[src/rtl/core/mmtag_pkg.sv]
// Shared types and codes for the MM tag stream parser.
// Used by the front parser, the entry queue, the back end and the top level.
package mmtag_pkg;

  // Error codes carried in error_code
  localparam logic [2:0] ERR_NONE   = 3'd0;
  localparam logic [2:0] ERR_BASE   = 3'd1;
  localparam logic [2:0] ERR_STRAND = 3'd2;
  localparam logic [2:0] ERR_CODE   = 3'd3;
  localparam logic [2:0] ERR_DIGIT  = 3'd4;
  localparam logic [2:0] ERR_LONG   = 3'd5;
  localparam logic [2:0] ERR_CODES  = 3'd6;

  // Entries in the queue between front and back (power of two)
  localparam int QDEPTH = 4;

  // Input item: one character of the tag string
  typedef struct packed {
    logic [7:0] ch;
    logic       string_end;
  } mmtag_in_t;

  // Result item: one skip-count record or one error
  typedef struct packed {
    logic [7:0]  base_ltr;
    logic        strand_minus;
    logic [31:0] code_bytes;
    logic [2:0]  code_count;
    logic        ambiguous;
    logic [29:0] skip_count;
    logic        group_last;
    logic [2:0]  error_code;
    logic        run_last;
  } mmtag_out_t;

  // Queue entry: all results caused by one item (one or two records, or an error)
  typedef struct packed {
    logic [7:0]  base_ltr;
    logic        strand_minus;
    logic [31:0] code_bytes;
    logic [2:0]  code_count;
    logic        ambiguous;
    logic [29:0] cnt0;
    logic        last0;
    logic [29:0] cnt1;
    logic        two;
    logic [2:0]  error_code;
  } mmtag_entry_t;

endpackage

[src/rtl/core/mmtag_front.sv]
// Front end of the MM tag parser: accepts characters, tracks the group state,
// accumulates counts and builds one queue entry per result-causing item. Uses mmtag_pkg.
module mmtag_front import mmtag_pkg::*; #(
  parameter int MAX_CODES  = 4,
  parameter int MAX_DIGITS = 9
) (
  input  logic         clk_i,
  input  logic         rst_ni,
  input  logic         in_valid_i,
  input  mmtag_in_t    in_data_i,
  output logic         in_stall_o,
  input  logic         full_i,
  output logic         push_o,
  output mmtag_entry_t push_data_o
);

  localparam int CCW = $clog2(MAX_CODES + 1);
  localparam int DCW = $clog2(MAX_DIGITS + 1);

  localparam logic [1:0] PH_BASE   = 2'd0;
  localparam logic [1:0] PH_STRAND = 2'd1;
  localparam logic [1:0] PH_CODES  = 2'd2;
  localparam logic [1:0] PH_COUNTS = 2'd3;

  localparam logic [7:0] CH_QUEST = 8'h3F;
  localparam logic [7:0] CH_DOT   = 8'h2E;
  localparam logic [7:0] CH_SEMI  = 8'h3B;
  localparam logic [7:0] CH_COMMA = 8'h2C;
  localparam logic [7:0] CH_PLUS  = 8'h2B;
  localparam logic [7:0] CH_MINUS = 8'h2D;
  localparam logic [7:0] CH_ZERO  = 8'h30;
  localparam logic [7:0] CH_NINE  = 8'h39;

  function automatic logic is_base(input logic [7:0] c);
    logic r;
    case (c) inside
      "A", "C", "G", "T", "U", "N", "a", "c", "g", "t", "u", "n": r = 1'b1;
      default: r = 1'b0;
    endcase
    return r;
  endfunction

  function automatic logic is_code(input logic [7:0] c);
    logic r;
    case (c) inside
      "a", "b", "c", "e", "f", "g", "h", "m", "n", "o",
      "A", "C", "G", "T", "U", "N": r = 1'b1;
      default: r = 1'b0;
    endcase
    return r;
  endfunction

  logic [1:0]     phase_q, phase_d;
  logic [7:0]     base_q, base_d;
  logic           strand_q, strand_d;
  logic [31:0]    codes_q, codes_d;
  logic [CCW-1:0] cc_q, cc_d;
  logic           flag_q, flag_d;
  logic [29:0]    dv_q, dv_d;
  logic [DCW-1:0] dc_q, dc_d;
  logic           hv_q, hv_d;
  logic [29:0]    hc_q, hc_d;
  logic           err_q, err_d;

  logic         accept;
  logic         err_now;
  logic         a_v, b_v, c_v;
  mmtag_entry_t ent;

  assign in_stall_o = full_i;
  assign accept     = in_valid_i && !in_stall_o;

  // Parse one character, then close the group on ';' or end of string
  always_comb begin
    logic [1:0]     ph_s;
    logic [7:0]     base_s;
    logic           strand_s;
    logic [31:0]    codes_s;
    logic [CCW-1:0] cc_s;
    logic           flag_s;
    logic [29:0]    dv_s;
    logic [DCW-1:0] dc_s;
    logic           hv_s;
    logic [29:0]    hc_s;
    logic           err_s;
    logic [2:0]     err_code;
    logic           close_req;
    logic [33:0]    acc;
    logic [3:0]     ccq_ext;
    logic [3:0]     ccs_ext;
    logic [29:0]    b_cnt;
    logic           b_last;
    logic [29:0]    c_cnt;
    logic [7:0]     ch;

    ch        = in_data_i.ch;
    ph_s      = phase_q;
    base_s    = base_q;
    strand_s  = strand_q;
    codes_s   = codes_q;
    cc_s      = cc_q;
    flag_s    = flag_q;
    dv_s      = dv_q;
    dc_s      = dc_q;
    hv_s      = hv_q;
    hc_s      = hc_q;
    err_now   = 1'b0;
    err_code  = ERR_NONE;
    a_v       = 1'b0;
    close_req = 1'b0;
    acc       = ({4'b0, dv_q} << 3) + ({4'b0, dv_q} << 1) + 34'(ch[3:0]);
    ccq_ext   = 4'(cc_q);

    if (!err_q) begin
      unique case (phase_q)
        PH_BASE: begin
          if (is_base(ch)) begin
            base_s   = ch;
            strand_s = 1'b0;
            codes_s  = '0;
            cc_s     = '0;
            flag_s   = 1'b0;
            ph_s     = PH_STRAND;
          end else begin
            err_now  = 1'b1;
            err_code = ERR_BASE;
          end
        end
        PH_STRAND: begin
          if (ch == CH_PLUS || ch == CH_MINUS) begin
            strand_s = (ch == CH_MINUS);
            ph_s     = PH_CODES;
          end else begin
            err_now  = 1'b1;
            err_code = ERR_STRAND;
          end
        end
        PH_CODES: begin
          if (ch == CH_QUEST || ch == CH_DOT) begin
            flag_s = (ch == CH_QUEST);
            ph_s   = PH_COUNTS;
          end else if (ch == CH_COMMA) begin
            ph_s = PH_COUNTS;
          end else if (ch == CH_SEMI) begin
            ph_s = PH_BASE;
          end else if (!is_code(ch)) begin
            err_now  = 1'b1;
            err_code = ERR_CODE;
          end else if (ccq_ext >= 4'(MAX_CODES)) begin
            err_now  = 1'b1;
            err_code = ERR_CODES;
          end else begin
            // store only the first four codes
            if (ccq_ext < 4'd4) begin
              case (ccq_ext[1:0])
                2'd0:    codes_s[7:0]   = ch;
                2'd1:    codes_s[15:8]  = ch;
                2'd2:    codes_s[23:16] = ch;
                default: codes_s[31:24] = ch;
              endcase
            end
            cc_s = cc_q + CCW'(1);
          end
        end
        default: begin
          if (ch == CH_COMMA) begin
            // move the finished count into the hold slot, release the old one
            if (dc_q != '0) begin
              a_v  = hv_q;
              hv_s = 1'b1;
              hc_s = dv_q;
              dv_s = '0;
              dc_s = '0;
            end
          end else if (ch == CH_SEMI) begin
            close_req = 1'b1;
          end else if (ch >= CH_ZERO && ch <= CH_NINE) begin
            if (dc_q >= DCW'(MAX_DIGITS)) begin
              err_now  = 1'b1;
              err_code = ERR_LONG;
            end else begin
              dv_s = acc[29:0];
              dc_s = dc_q + DCW'(1);
            end
          end else begin
            err_now  = 1'b1;
            err_code = ERR_DIGIT;
          end
        end
      endcase
    end

    // drop a held count on error
    if (err_now) begin
      hv_s = 1'b0;
    end
    err_s = err_q || err_now;

    // end of string closes an open group
    if (in_data_i.string_end && !err_s && ph_s == PH_COUNTS) begin
      close_req = 1'b1;
    end

    b_v    = close_req && hv_s;
    b_cnt  = hc_s;
    b_last = (dc_s == '0);
    c_v    = close_req && (dc_s != '0);
    c_cnt  = dv_s;

    if (close_req) begin
      hv_s = 1'b0;
      hc_s = '0;
      dv_s = '0;
      dc_s = '0;
      ph_s = PH_BASE;
    end

    // build the entry from the first two records in order
    ccs_ext          = 4'(cc_s);
    ent.base_ltr     = base_s;
    ent.strand_minus = strand_s;
    ent.code_bytes   = codes_s;
    ent.code_count   = (ccs_ext > 4'd4) ? 3'd4 : ccs_ext[2:0];
    ent.ambiguous    = flag_s;
    ent.two          = (a_v && b_v) || (b_v && c_v);
    ent.error_code   = ERR_NONE;
    if (a_v) begin
      ent.cnt0  = hc_q;
      ent.last0 = 1'b0;
      ent.cnt1  = b_cnt;
    end else if (b_v) begin
      ent.cnt0  = b_cnt;
      ent.last0 = b_last;
      ent.cnt1  = c_cnt;
    end else begin
      ent.cnt0  = c_cnt;
      ent.last0 = 1'b1;
      ent.cnt1  = c_cnt;
    end
    if (err_now) begin
      ent            = '0;
      ent.error_code = err_code;
    end

    phase_d  = ph_s;
    base_d   = base_s;
    strand_d = strand_s;
    codes_d  = codes_s;
    cc_d     = cc_s;
    flag_d   = flag_s;
    dv_d     = dv_s;
    dc_d     = dc_s;
    hv_d     = hv_s;
    hc_d     = hc_s;
    err_d    = err_s;

    // end of string returns everything to reset
    if (in_data_i.string_end) begin
      phase_d  = PH_BASE;
      base_d   = '0;
      strand_d = 1'b0;
      codes_d  = '0;
      cc_d     = '0;
      flag_d   = 1'b0;
      dv_d     = '0;
      dc_d     = '0;
      hv_d     = 1'b0;
      hc_d     = '0;
      err_d    = 1'b0;
    end
  end

  assign push_o      = accept && (err_now || a_v || b_v || c_v);
  assign push_data_o = ent;

  // Advance parser state on each accepted item
  always_ff @(posedge clk_i or negedge rst_ni) begin
    if (!rst_ni) begin
      phase_q  <= PH_BASE;
      base_q   <= '0;
      strand_q <= 1'b0;
      codes_q  <= '0;
      cc_q     <= '0;
      flag_q   <= 1'b0;
      dv_q     <= '0;
      dc_q     <= '0;
      hv_q     <= 1'b0;
      hc_q     <= '0;
      err_q    <= 1'b0;
    end else if (accept) begin
      phase_q  <= phase_d;
      base_q   <= base_d;
      strand_q <= strand_d;
      codes_q  <= codes_d;
      cc_q     <= cc_d;
      flag_q   <= flag_d;
      dv_q     <= dv_d;
      dc_q     <= dc_d;
      hv_q     <= hv_d;
      hc_q     <= hc_d;
      err_q    <= err_d;
    end
  end

`ifndef SYNTHESIS
  // after an error the rest of the string yields nothing
  assert property (@(posedge clk_i) disable iff (!rst_ni) err_q |-> !push_o)
    else $error("mmtag_front: push after error");
`endif

endmodule

[src/rtl/core/mmtag_queue.sv]
// Short entry queue between the parser front and the result back end.
// Flip-flop storage, one push and one pop per cycle. Uses mmtag_pkg.
module mmtag_queue import mmtag_pkg::*; (
  input  logic         clk_i,
  input  logic         rst_ni,
  input  logic         push_i,
  input  mmtag_entry_t push_data_i,
  output logic         full_o,
  input  logic         pop_i,
  output logic         valid_o,
  output mmtag_entry_t head_o
);

  localparam int QPW = $clog2(QDEPTH);
  localparam int QCW = $clog2(QDEPTH + 1);

  mmtag_entry_t   mem_q [QDEPTH];
  logic [QPW-1:0] wr_ptr_q, wr_ptr_d;
  logic [QPW-1:0] rd_ptr_q, rd_ptr_d;
  logic [QCW-1:0] cnt_q, cnt_d;

  assign full_o  = (cnt_q == QCW'(QDEPTH));
  assign valid_o = (cnt_q != '0);
  assign head_o  = mem_q[rd_ptr_q];

  // Advance pointers and fill count
  always_comb begin
    wr_ptr_d = push_i ? wr_ptr_q + QPW'(1) : wr_ptr_q;
    rd_ptr_d = pop_i ? rd_ptr_q + QPW'(1) : rd_ptr_q;
    cnt_d    = cnt_q;
    if (push_i && !pop_i) begin
      cnt_d = cnt_q + QCW'(1);
    end else if (!push_i && pop_i) begin
      cnt_d = cnt_q - QCW'(1);
    end
  end

  always_ff @(posedge clk_i or negedge rst_ni) begin
    if (!rst_ni) begin
      wr_ptr_q <= '0;
      rd_ptr_q <= '0;
      cnt_q    <= '0;
    end else begin
      wr_ptr_q <= wr_ptr_d;
      rd_ptr_q <= rd_ptr_d;
      cnt_q    <= cnt_d;
    end
  end

  // Write storage
  always_ff @(posedge clk_i) begin
    if (push_i) begin
      mem_q[wr_ptr_q] <= push_data_i;
    end
  end

`ifndef SYNTHESIS
  assert property (@(posedge clk_i) disable iff (!rst_ni) push_i |-> !full_o)
    else $error("mmtag_queue: push into full queue");
  assert property (@(posedge clk_i) disable iff (!rst_ni) pop_i |-> valid_o)
    else $error("mmtag_queue: pop from empty queue");
`endif

endmodule

[src/rtl/core/mmtag_back.sv]
// Back end of the MM tag parser: splits queue entries into result items
// and drives the registered output channel. Uses mmtag_pkg.
module mmtag_back import mmtag_pkg::*; (
  input  logic         clk_i,
  input  logic         rst_ni,
  input  logic         q_valid_i,
  input  mmtag_entry_t q_head_i,
  output logic         pop_o,
  output logic         out_valid_o,
  output mmtag_out_t   out_data_o,
  input  logic         out_stall_i
);

  logic       out_valid_q, out_valid_d;
  mmtag_out_t out_data_q, out_data_d;
  logic       half_q, half_d;
  logic       load;
  logic       first;

  assign load  = q_valid_i && (!out_valid_q || !out_stall_i);
  assign first = q_head_i.two && !half_q;
  assign pop_o = load && !first;

  // Pick the next record of the head entry
  always_comb begin
    out_data_d.base_ltr     = q_head_i.base_ltr;
    out_data_d.strand_minus = q_head_i.strand_minus;
    out_data_d.code_bytes   = q_head_i.code_bytes;
    out_data_d.code_count   = q_head_i.code_count;
    out_data_d.ambiguous    = q_head_i.ambiguous;
    out_data_d.skip_count   = half_q ? q_head_i.cnt1 : q_head_i.cnt0;
    out_data_d.group_last   = half_q ? 1'b1 : q_head_i.last0;
    out_data_d.error_code   = q_head_i.error_code;
    out_data_d.run_last     = !first;

    half_d      = load ? first : half_q;
    out_valid_d = out_valid_q && out_stall_i;
    if (load) begin
      out_valid_d = 1'b1;
    end
  end

  always_ff @(posedge clk_i or negedge rst_ni) begin
    if (!rst_ni) begin
      out_valid_q <= 1'b0;
      half_q      <= 1'b0;
    end else begin
      out_valid_q <= out_valid_d;
      half_q      <= half_d;
    end
  end

  // Hold payload while stalled
  always_ff @(posedge clk_i) begin
    if (load) begin
      out_data_q <= out_data_d;
    end
  end

  assign out_valid_o = out_valid_q;
  assign out_data_o  = out_data_q;

`ifndef SYNTHESIS
  assert property (@(posedge clk_i) disable iff (!rst_ni) half_q |-> q_valid_i)
    else $error("mmtag_back: second record pending without an entry");
  assert property (@(posedge clk_i) disable iff (!rst_ni)
    (out_valid_o && !out_data_o.run_last) |->
      (!out_data_o.group_last && out_data_o.error_code == ERR_NONE))
    else $error("mmtag_back: first of two records marked last or error");
  assert property (@(posedge clk_i) disable iff (!rst_ni)
    (out_valid_o && out_data_o.error_code != ERR_NONE) |->
      (out_data_o.run_last && out_data_o.skip_count == '0))
    else $error("mmtag_back: malformed error result");
`endif

endmodule

[src/rtl/core/mm_tag_stream_parser_top.sv]
// Latency: a result is written into the queue when its item is accepted, then loaded into the output register.
// Throughput: one character per cycle while the queue is not full; an item with two results gives them in turn,
// absorbed by the four-entry queue between parser and output stage.
// Reset (asynchronous, active low) returns the parser to expect-base and empties the queue.
// Top level of the MM tag stream parser; instantiates mmtag_front, mmtag_queue, mmtag_back.
module mm_tag_stream_parser_top import mmtag_pkg::*; #(
  parameter int MAX_CODES  = 4,
  parameter int MAX_DIGITS = 9
) (
  input  logic       clk_i,
  input  logic       rst_ni,
  input  logic       in_valid_i,
  input  mmtag_in_t  in_data_i,
  output logic       in_stall_o,
  output logic       out_valid_o,
  output mmtag_out_t out_data_o,
  input  logic       out_stall_i
);

  logic         push;
  mmtag_entry_t push_data;
  logic         full;
  logic         pop;
  logic         q_valid;
  mmtag_entry_t q_head;

  mmtag_front #(
    .MAX_CODES  (MAX_CODES),
    .MAX_DIGITS (MAX_DIGITS)
  ) u_front (
    .clk_i       (clk_i),
    .rst_ni      (rst_ni),
    .in_valid_i  (in_valid_i),
    .in_data_i   (in_data_i),
    .in_stall_o  (in_stall_o),
    .full_i      (full),
    .push_o      (push),
    .push_data_o (push_data)
  );

  mmtag_queue u_queue (
    .clk_i       (clk_i),
    .rst_ni      (rst_ni),
    .push_i      (push),
    .push_data_i (push_data),
    .full_o      (full),
    .pop_i       (pop),
    .valid_o     (q_valid),
    .head_o      (q_head)
  );

  mmtag_back u_back (
    .clk_i       (clk_i),
    .rst_ni      (rst_ni),
    .q_valid_i   (q_valid),
    .q_head_i    (q_head),
    .pop_o       (pop),
    .out_valid_o (out_valid_o),
    .out_data_o  (out_data_o),
    .out_stall_i (out_stall_i)
  );

endmodule
[config.mk]
export PLATFORM = sky130hd
export DESIGN_NAME = mm_tag_stream_parser_top
export DESIGN_NICKNAME = d
export VERILOG_FILES = /design/src/rtl/core/mmtag_pkg.sv /design/src/rtl/core/mmtag_front.sv /design/src/rtl/core/mmtag_queue.sv /design/src/rtl/core/mmtag_back.sv /design/src/rtl/core/mm_tag_stream_parser_top.sv
export SDC_FILE = /design/constraint.sdc
export NUM_CORES = 1
export LEC_CHECK = 0
export BUFFER_PORTS_ARGS = -buffer_cell sky130_fd_sc_hd__buf_2
export CAP_MARGIN = 20
export CORE_ASPECT_RATIO = 1.75
export CORE_MARGIN = 2
export CORE_UTILIZATION = 33
export CTS_CLUSTER_DIAMETER = 60
export DETAILED_ROUTE_END_ITERATION = 8
export GPL_TIMING_DRIVEN = 1
export PLACE_DENSITY_LB_ADDON = 0.12
export SLEW_MARGIN = 5
export SYNTH_ARGS = -nofsm -noshare
export SYNTH_HDL_FRONTEND = slang
export SYNTH_SLANG_ARGS = --single-unit
[constraint.sdc]
create_clock -name clk_i -period 9.1 [get_ports clk_i]
set_input_delay 0 -clock clk_i [delete_from_list [all_inputs] [get_ports clk_i]]
set_output_delay 0 -clock clk_i [all_outputs]
set_load 0.005 [all_outputs]
==> summary.md <==
| Metric | Value |
|---|---|
| Tmin final | `approximately 5.3 ns` |
| Die Y-Extent | `391 um` |
| Clk slew on worst S/H paths | `around 0.07 ns` |
| Bufs and invs on worst path | `2` |
| Fin worst setup slack | `around 3.8 ns` |
| Post-synthesis cell type count | `82` |
| HPWL after DPL | `48200 um` |
| R2R cell count | `11` |
| Num CTS Buffers | `61` |
| Relative slew slack | `between 20% and 30%` |
| Nets | `a little over 2000` |
| Placed inst area | `roughly 0.030 mm2` |
| H-tree depth | `2` |
| GRT overflow | `0` |
| Worst min path class | `input pin to flop` |
| Compound-Gate Fraction of Synth Area | `~10%` |
| Post-cts sizing count | `0` |
| Vias in the first global route | `approximately 18000` |
| Final Hold Viols | `0` |
| First-pass DRT Iterations | `5` |
| Post-CTS Setup Repair Bufs | `0` |
| Fraction of synthesis flops using an asynchronous set or reset pin | `between 10% and 20%` |
| Worst-path cell chain | `inv_1 > ha_1 > nor3b_1 > o2111a_1 > o41ai_4 > a211oi_1 > nor2_4 > nor2_1 > a221oi_4 > and2_4 > buf_4` |
| Initial Utilization | `33.4%` |
| Worst EP required | `~9.4 ns` |
| Slowest stage delay, CP | `0.84 ns` |
| Worst-Skew Late Latency | `0.65 ns` |
| Root Driver | `clkbuf_16` |
| Core footprint | `0.0845 mm2` |
| Sink Count | `642` |
| CP delay by family, top | `simple AND/OR/NAND/NOR gates` |
| Initial antenna violation count | `3` |
| Post-synth EDFFs | `520` |
| Post-synthesis sequential area ratio | `66.2%` |
| Routed WL | `75400 um` |
| Total die area | `about 0.088 mm2` |
| Global-route wire length before repair | `around 110000 um` |
| Area growth syn-to-layout | `13.2%` |
| Post-Place Cells | `2956` |
| Avg Vias per Cell | `~5.4` |
| Pins over their slew limit | `0` |
| Power per Cell Area | `246 mW/mm2` |
| Synth Area in XOR/XNOR | `0.839%` |
| Critical path's slowest cell | `buf_4` |
| Crit path capture type | `flop` |
| Mean Syn Cell Area | `15.1 um2` |
| Max Freq | `between 0.15 and 0.2 GHz` |
| RePlAce Congestion | `0.840` |
| Syn Std Cell Area | `~0.028 mm2` |
| IO buf count | `94` |
| DR DRC count | `0` |
| Clock buffer depth | `3` |
| RSZ-0062 raised after global routing | `false` |
| Critical setup path kind | `flop to flop` |
| Status | `finished, final reports clean` |
| Hold Slack | `approximately 0.11 ns` |
| Post-Layout Cell Count | `a little over 3000` |
| Post-CTS Hold Buffers | `12` |
| Crit-path max FO | `64` |
| Post-synthesis mux area share | `11.0%` |
| Syn nets | `1953` |
| Detail Route Antenna Nets | `0` |
| Leak | `around 12 nW` |
| Prevailing post-synth register cell | `edfxtp_1` |
| Width of the die | `between 200 and 250 um` |
| Synthesized-area fraction occupied by adder cells | `3.14%` |
| Hold Path Cell Cnt | `6` |
| WL/cell | `24.5 um` |
| Clock skew | `0.0331 ns` |
| Final setup fails | `0` |
| Setup TNS | `0 ns` |
| Crit path DAT | `~5.6 ns` |
| Rows | `141` |
| Maximum VDD drop | `between 150 and 200 uV` |
| Worst setup SP type | `flop` |
| CTS tree | `done` |
| Post-Synth Simple-Gate Area | `~6.5%` |
| Setup WS pre-CTS | `about 3.6 ns` |
| Max Cap Viol | `0` |
| Slew at the pin with the worst max-slew slack | `1.08 ns` |
| Largest family of logic cells by synthesized area | `multiplexers` |
| Number of synthesized register bits | `642` |
| Layout cells sized above 1 | `approximately a fifth` |
| Initial DRC Count | `between 1000 and 1500` |
| Post-Syn Instances | `roughly 1900` |
| # IOs | `95` |
| Largest net degree at the start of global routing | `roughly 70` |
| Synth Warn # | `0` |
| Critical Path Stages | `11` |
| DR vias | `between 15000 and 20000` |
| Final worst-path cycle share | `between 50 and 60%` |
| Gr usage total | `~17%` |
| Post-route cell area | `around 0.032 mm2` |
## per-stage QoR
| step | util [%] | power, mW |
|---|---|---|
| global route | 37.8 | 8.24 |
| detailed placement | 35.3 | 5.46 |
| CTS | 37.8 | 8.03 |
| floorplan | - | 4.80 |
| global placement | 35.3 | 5.45 |
| finish | 37.8 | 7.85 |
## worst paths after layout
path                                           from                    to  slack, ns
worst max register to register      u_front.dc_q[0]  u_queue.mem_q[0][61]       3.79
worst min-delay path                   in_data_i[7]       u_front.dv_q[0]       0.11
max in group asynchronous                    rst_ni       u_front.dv_q[8]       7.19
min in group asynchronous                    rst_ni       u_front.dv_q[6]       0.47
worst min register to register  u_front.codes_q[15]   u_front.codes_q[15]       0.48
worst max-delay path                u_front.dc_q[0]  u_queue.mem_q[0][61]       3.79
## worst min-delay path, delay by kind of cell
| kind | cells | cell delay, ns |
|---|---|---|
| buf+inv | 1 | 0.11 |
| compound gates | 1 | 0.10 |
| simple gates | 4 | 0.51 |
## synth_stat cells, types with 3 or more instances
master | n | area [um2]
a211oi_1 | 4 | 30.0
a21o_1 | 18 | 135
a21oi_1 | 77 | 385
a22o_1 | 44 | 385
a22oi_1 | 46 | 345
a31oi_1 | 6 | 37.5
a32o_1 | 4 | 40.0
a32oi_1 | 22 | 193
and2_1 | 12 | 75.1
and3_1 | 11 | 68.8
buf_1 | 20 | 75.1
buf_2 | 13 | 65.1
buf_4 | 3 | 22.5
buf_6 | 3 | 33.8
clkbuf_1 | 75 | 282
dfrtp_1 | 122 | 3050
edfxtp_1 | 520 | 15600
fa_1 | 3 | 60.1
ha_1 | 66 | 826
inv_1 | 22 | 82.6
mux2_2 | 31 | 349
mux2i_1 | 26 | 260
mux4_2 | 110 | 2480
nand2_1 | 180 | 676
nand2b_1 | 12 | 75.1
nand3_1 | 14 | 70.1
nand4_1 | 9 | 56.3
nand4b_1 | 4 | 35.0
nor2_1 | 94 | 353
nor2b_1 | 8 | 50.1
nor3_1 | 22 | 110
nor3b_1 | 10 | 75.1
o2111ai_1 | 3 | 26.3
o211ai_1 | 7 | 52.6
o21a_1 | 22 | 165
o21ai_0 | 116 | 581
o22ai_1 | 11 | 68.8
o31ai_1 | 9 | 67.6
or2_2 | 3 | 18.8
or3_1 | 8 | 50.1
xnor2_1 | 14 | 123
xor2_1 | 13 | 114
## power by group
part           internal, mW  switching (mW)
Combinational         0.697           0.928
Clock                  1.39            1.13
Sequential             3.56           0.148
## logic make-up after synthesis
family	Yosys count
AO/OA/AOI/OAI	424
XOR/XNOR	27
adder cells (fa/ha/maj)	69
buffers and inverters	139
flip-flops	642
multiplexers	168
AND/OR/NAND/NOR	402
## cells in the final DEF (no fill, tap or decap), types with 14 or more instances in the layout
cell	n
buf_2	93
a22o_1	44
a32oi_1	22
inv_1	22
mux4_2	110
edfxtp_1	520
dfrtp_1	119
xnor2_1	14
a21o_1	18
a21oi_1	76
nor3_1	20
a22oi_1	46
clkbuf_16	62
nor2_1	92
clkinv_1	15
mux2_2	31
nand3_1	14
o21ai_0	115
mux2i_1	26
nand2_1	179
ha_1	66
clkbuf_1	14
buf_4	32
o21a_1	22
## area by class of cell
type                            instances  area [um2]
Multi-Input combinational cell       1090        9020
Inverter                               25        93.8
Tap cell                             1072        1340
Sequential cell                       642       18700
Timing Repair Buffer                  139         848
Clock buffer                           76        1600
Clock inverter                         37         335
Antenna cell                            1        2.50
Fill cell                            7889       52600
## flip-flops by register name (all words and copies together) (netlist names), 2 cells and up
name,cells
u_queue.wr_ptr_q,2
u_front.hc_q,30
u_front.cc_q,3
u_queue.cnt_q,3
u_queue.rd_ptr_q,2
u_queue.mem_q,440
u_front.base_q,8
u_front.codes_q,32
u_front.dv_q,30
u_front.dc_q,4
u_back.out_data_o,80
u_front.phase_q,2
## layer usage
metal	part of all wire, %	global-route usage [%]	vias to the layer above
met5	0.025	0	-
met4	3.7	6.78	4
met3	3.2	2.30	137
met2	56	33.4	367
met1	37	19.2	8561
li1	-	-	7511
Power figures use the tool's default switching activity.
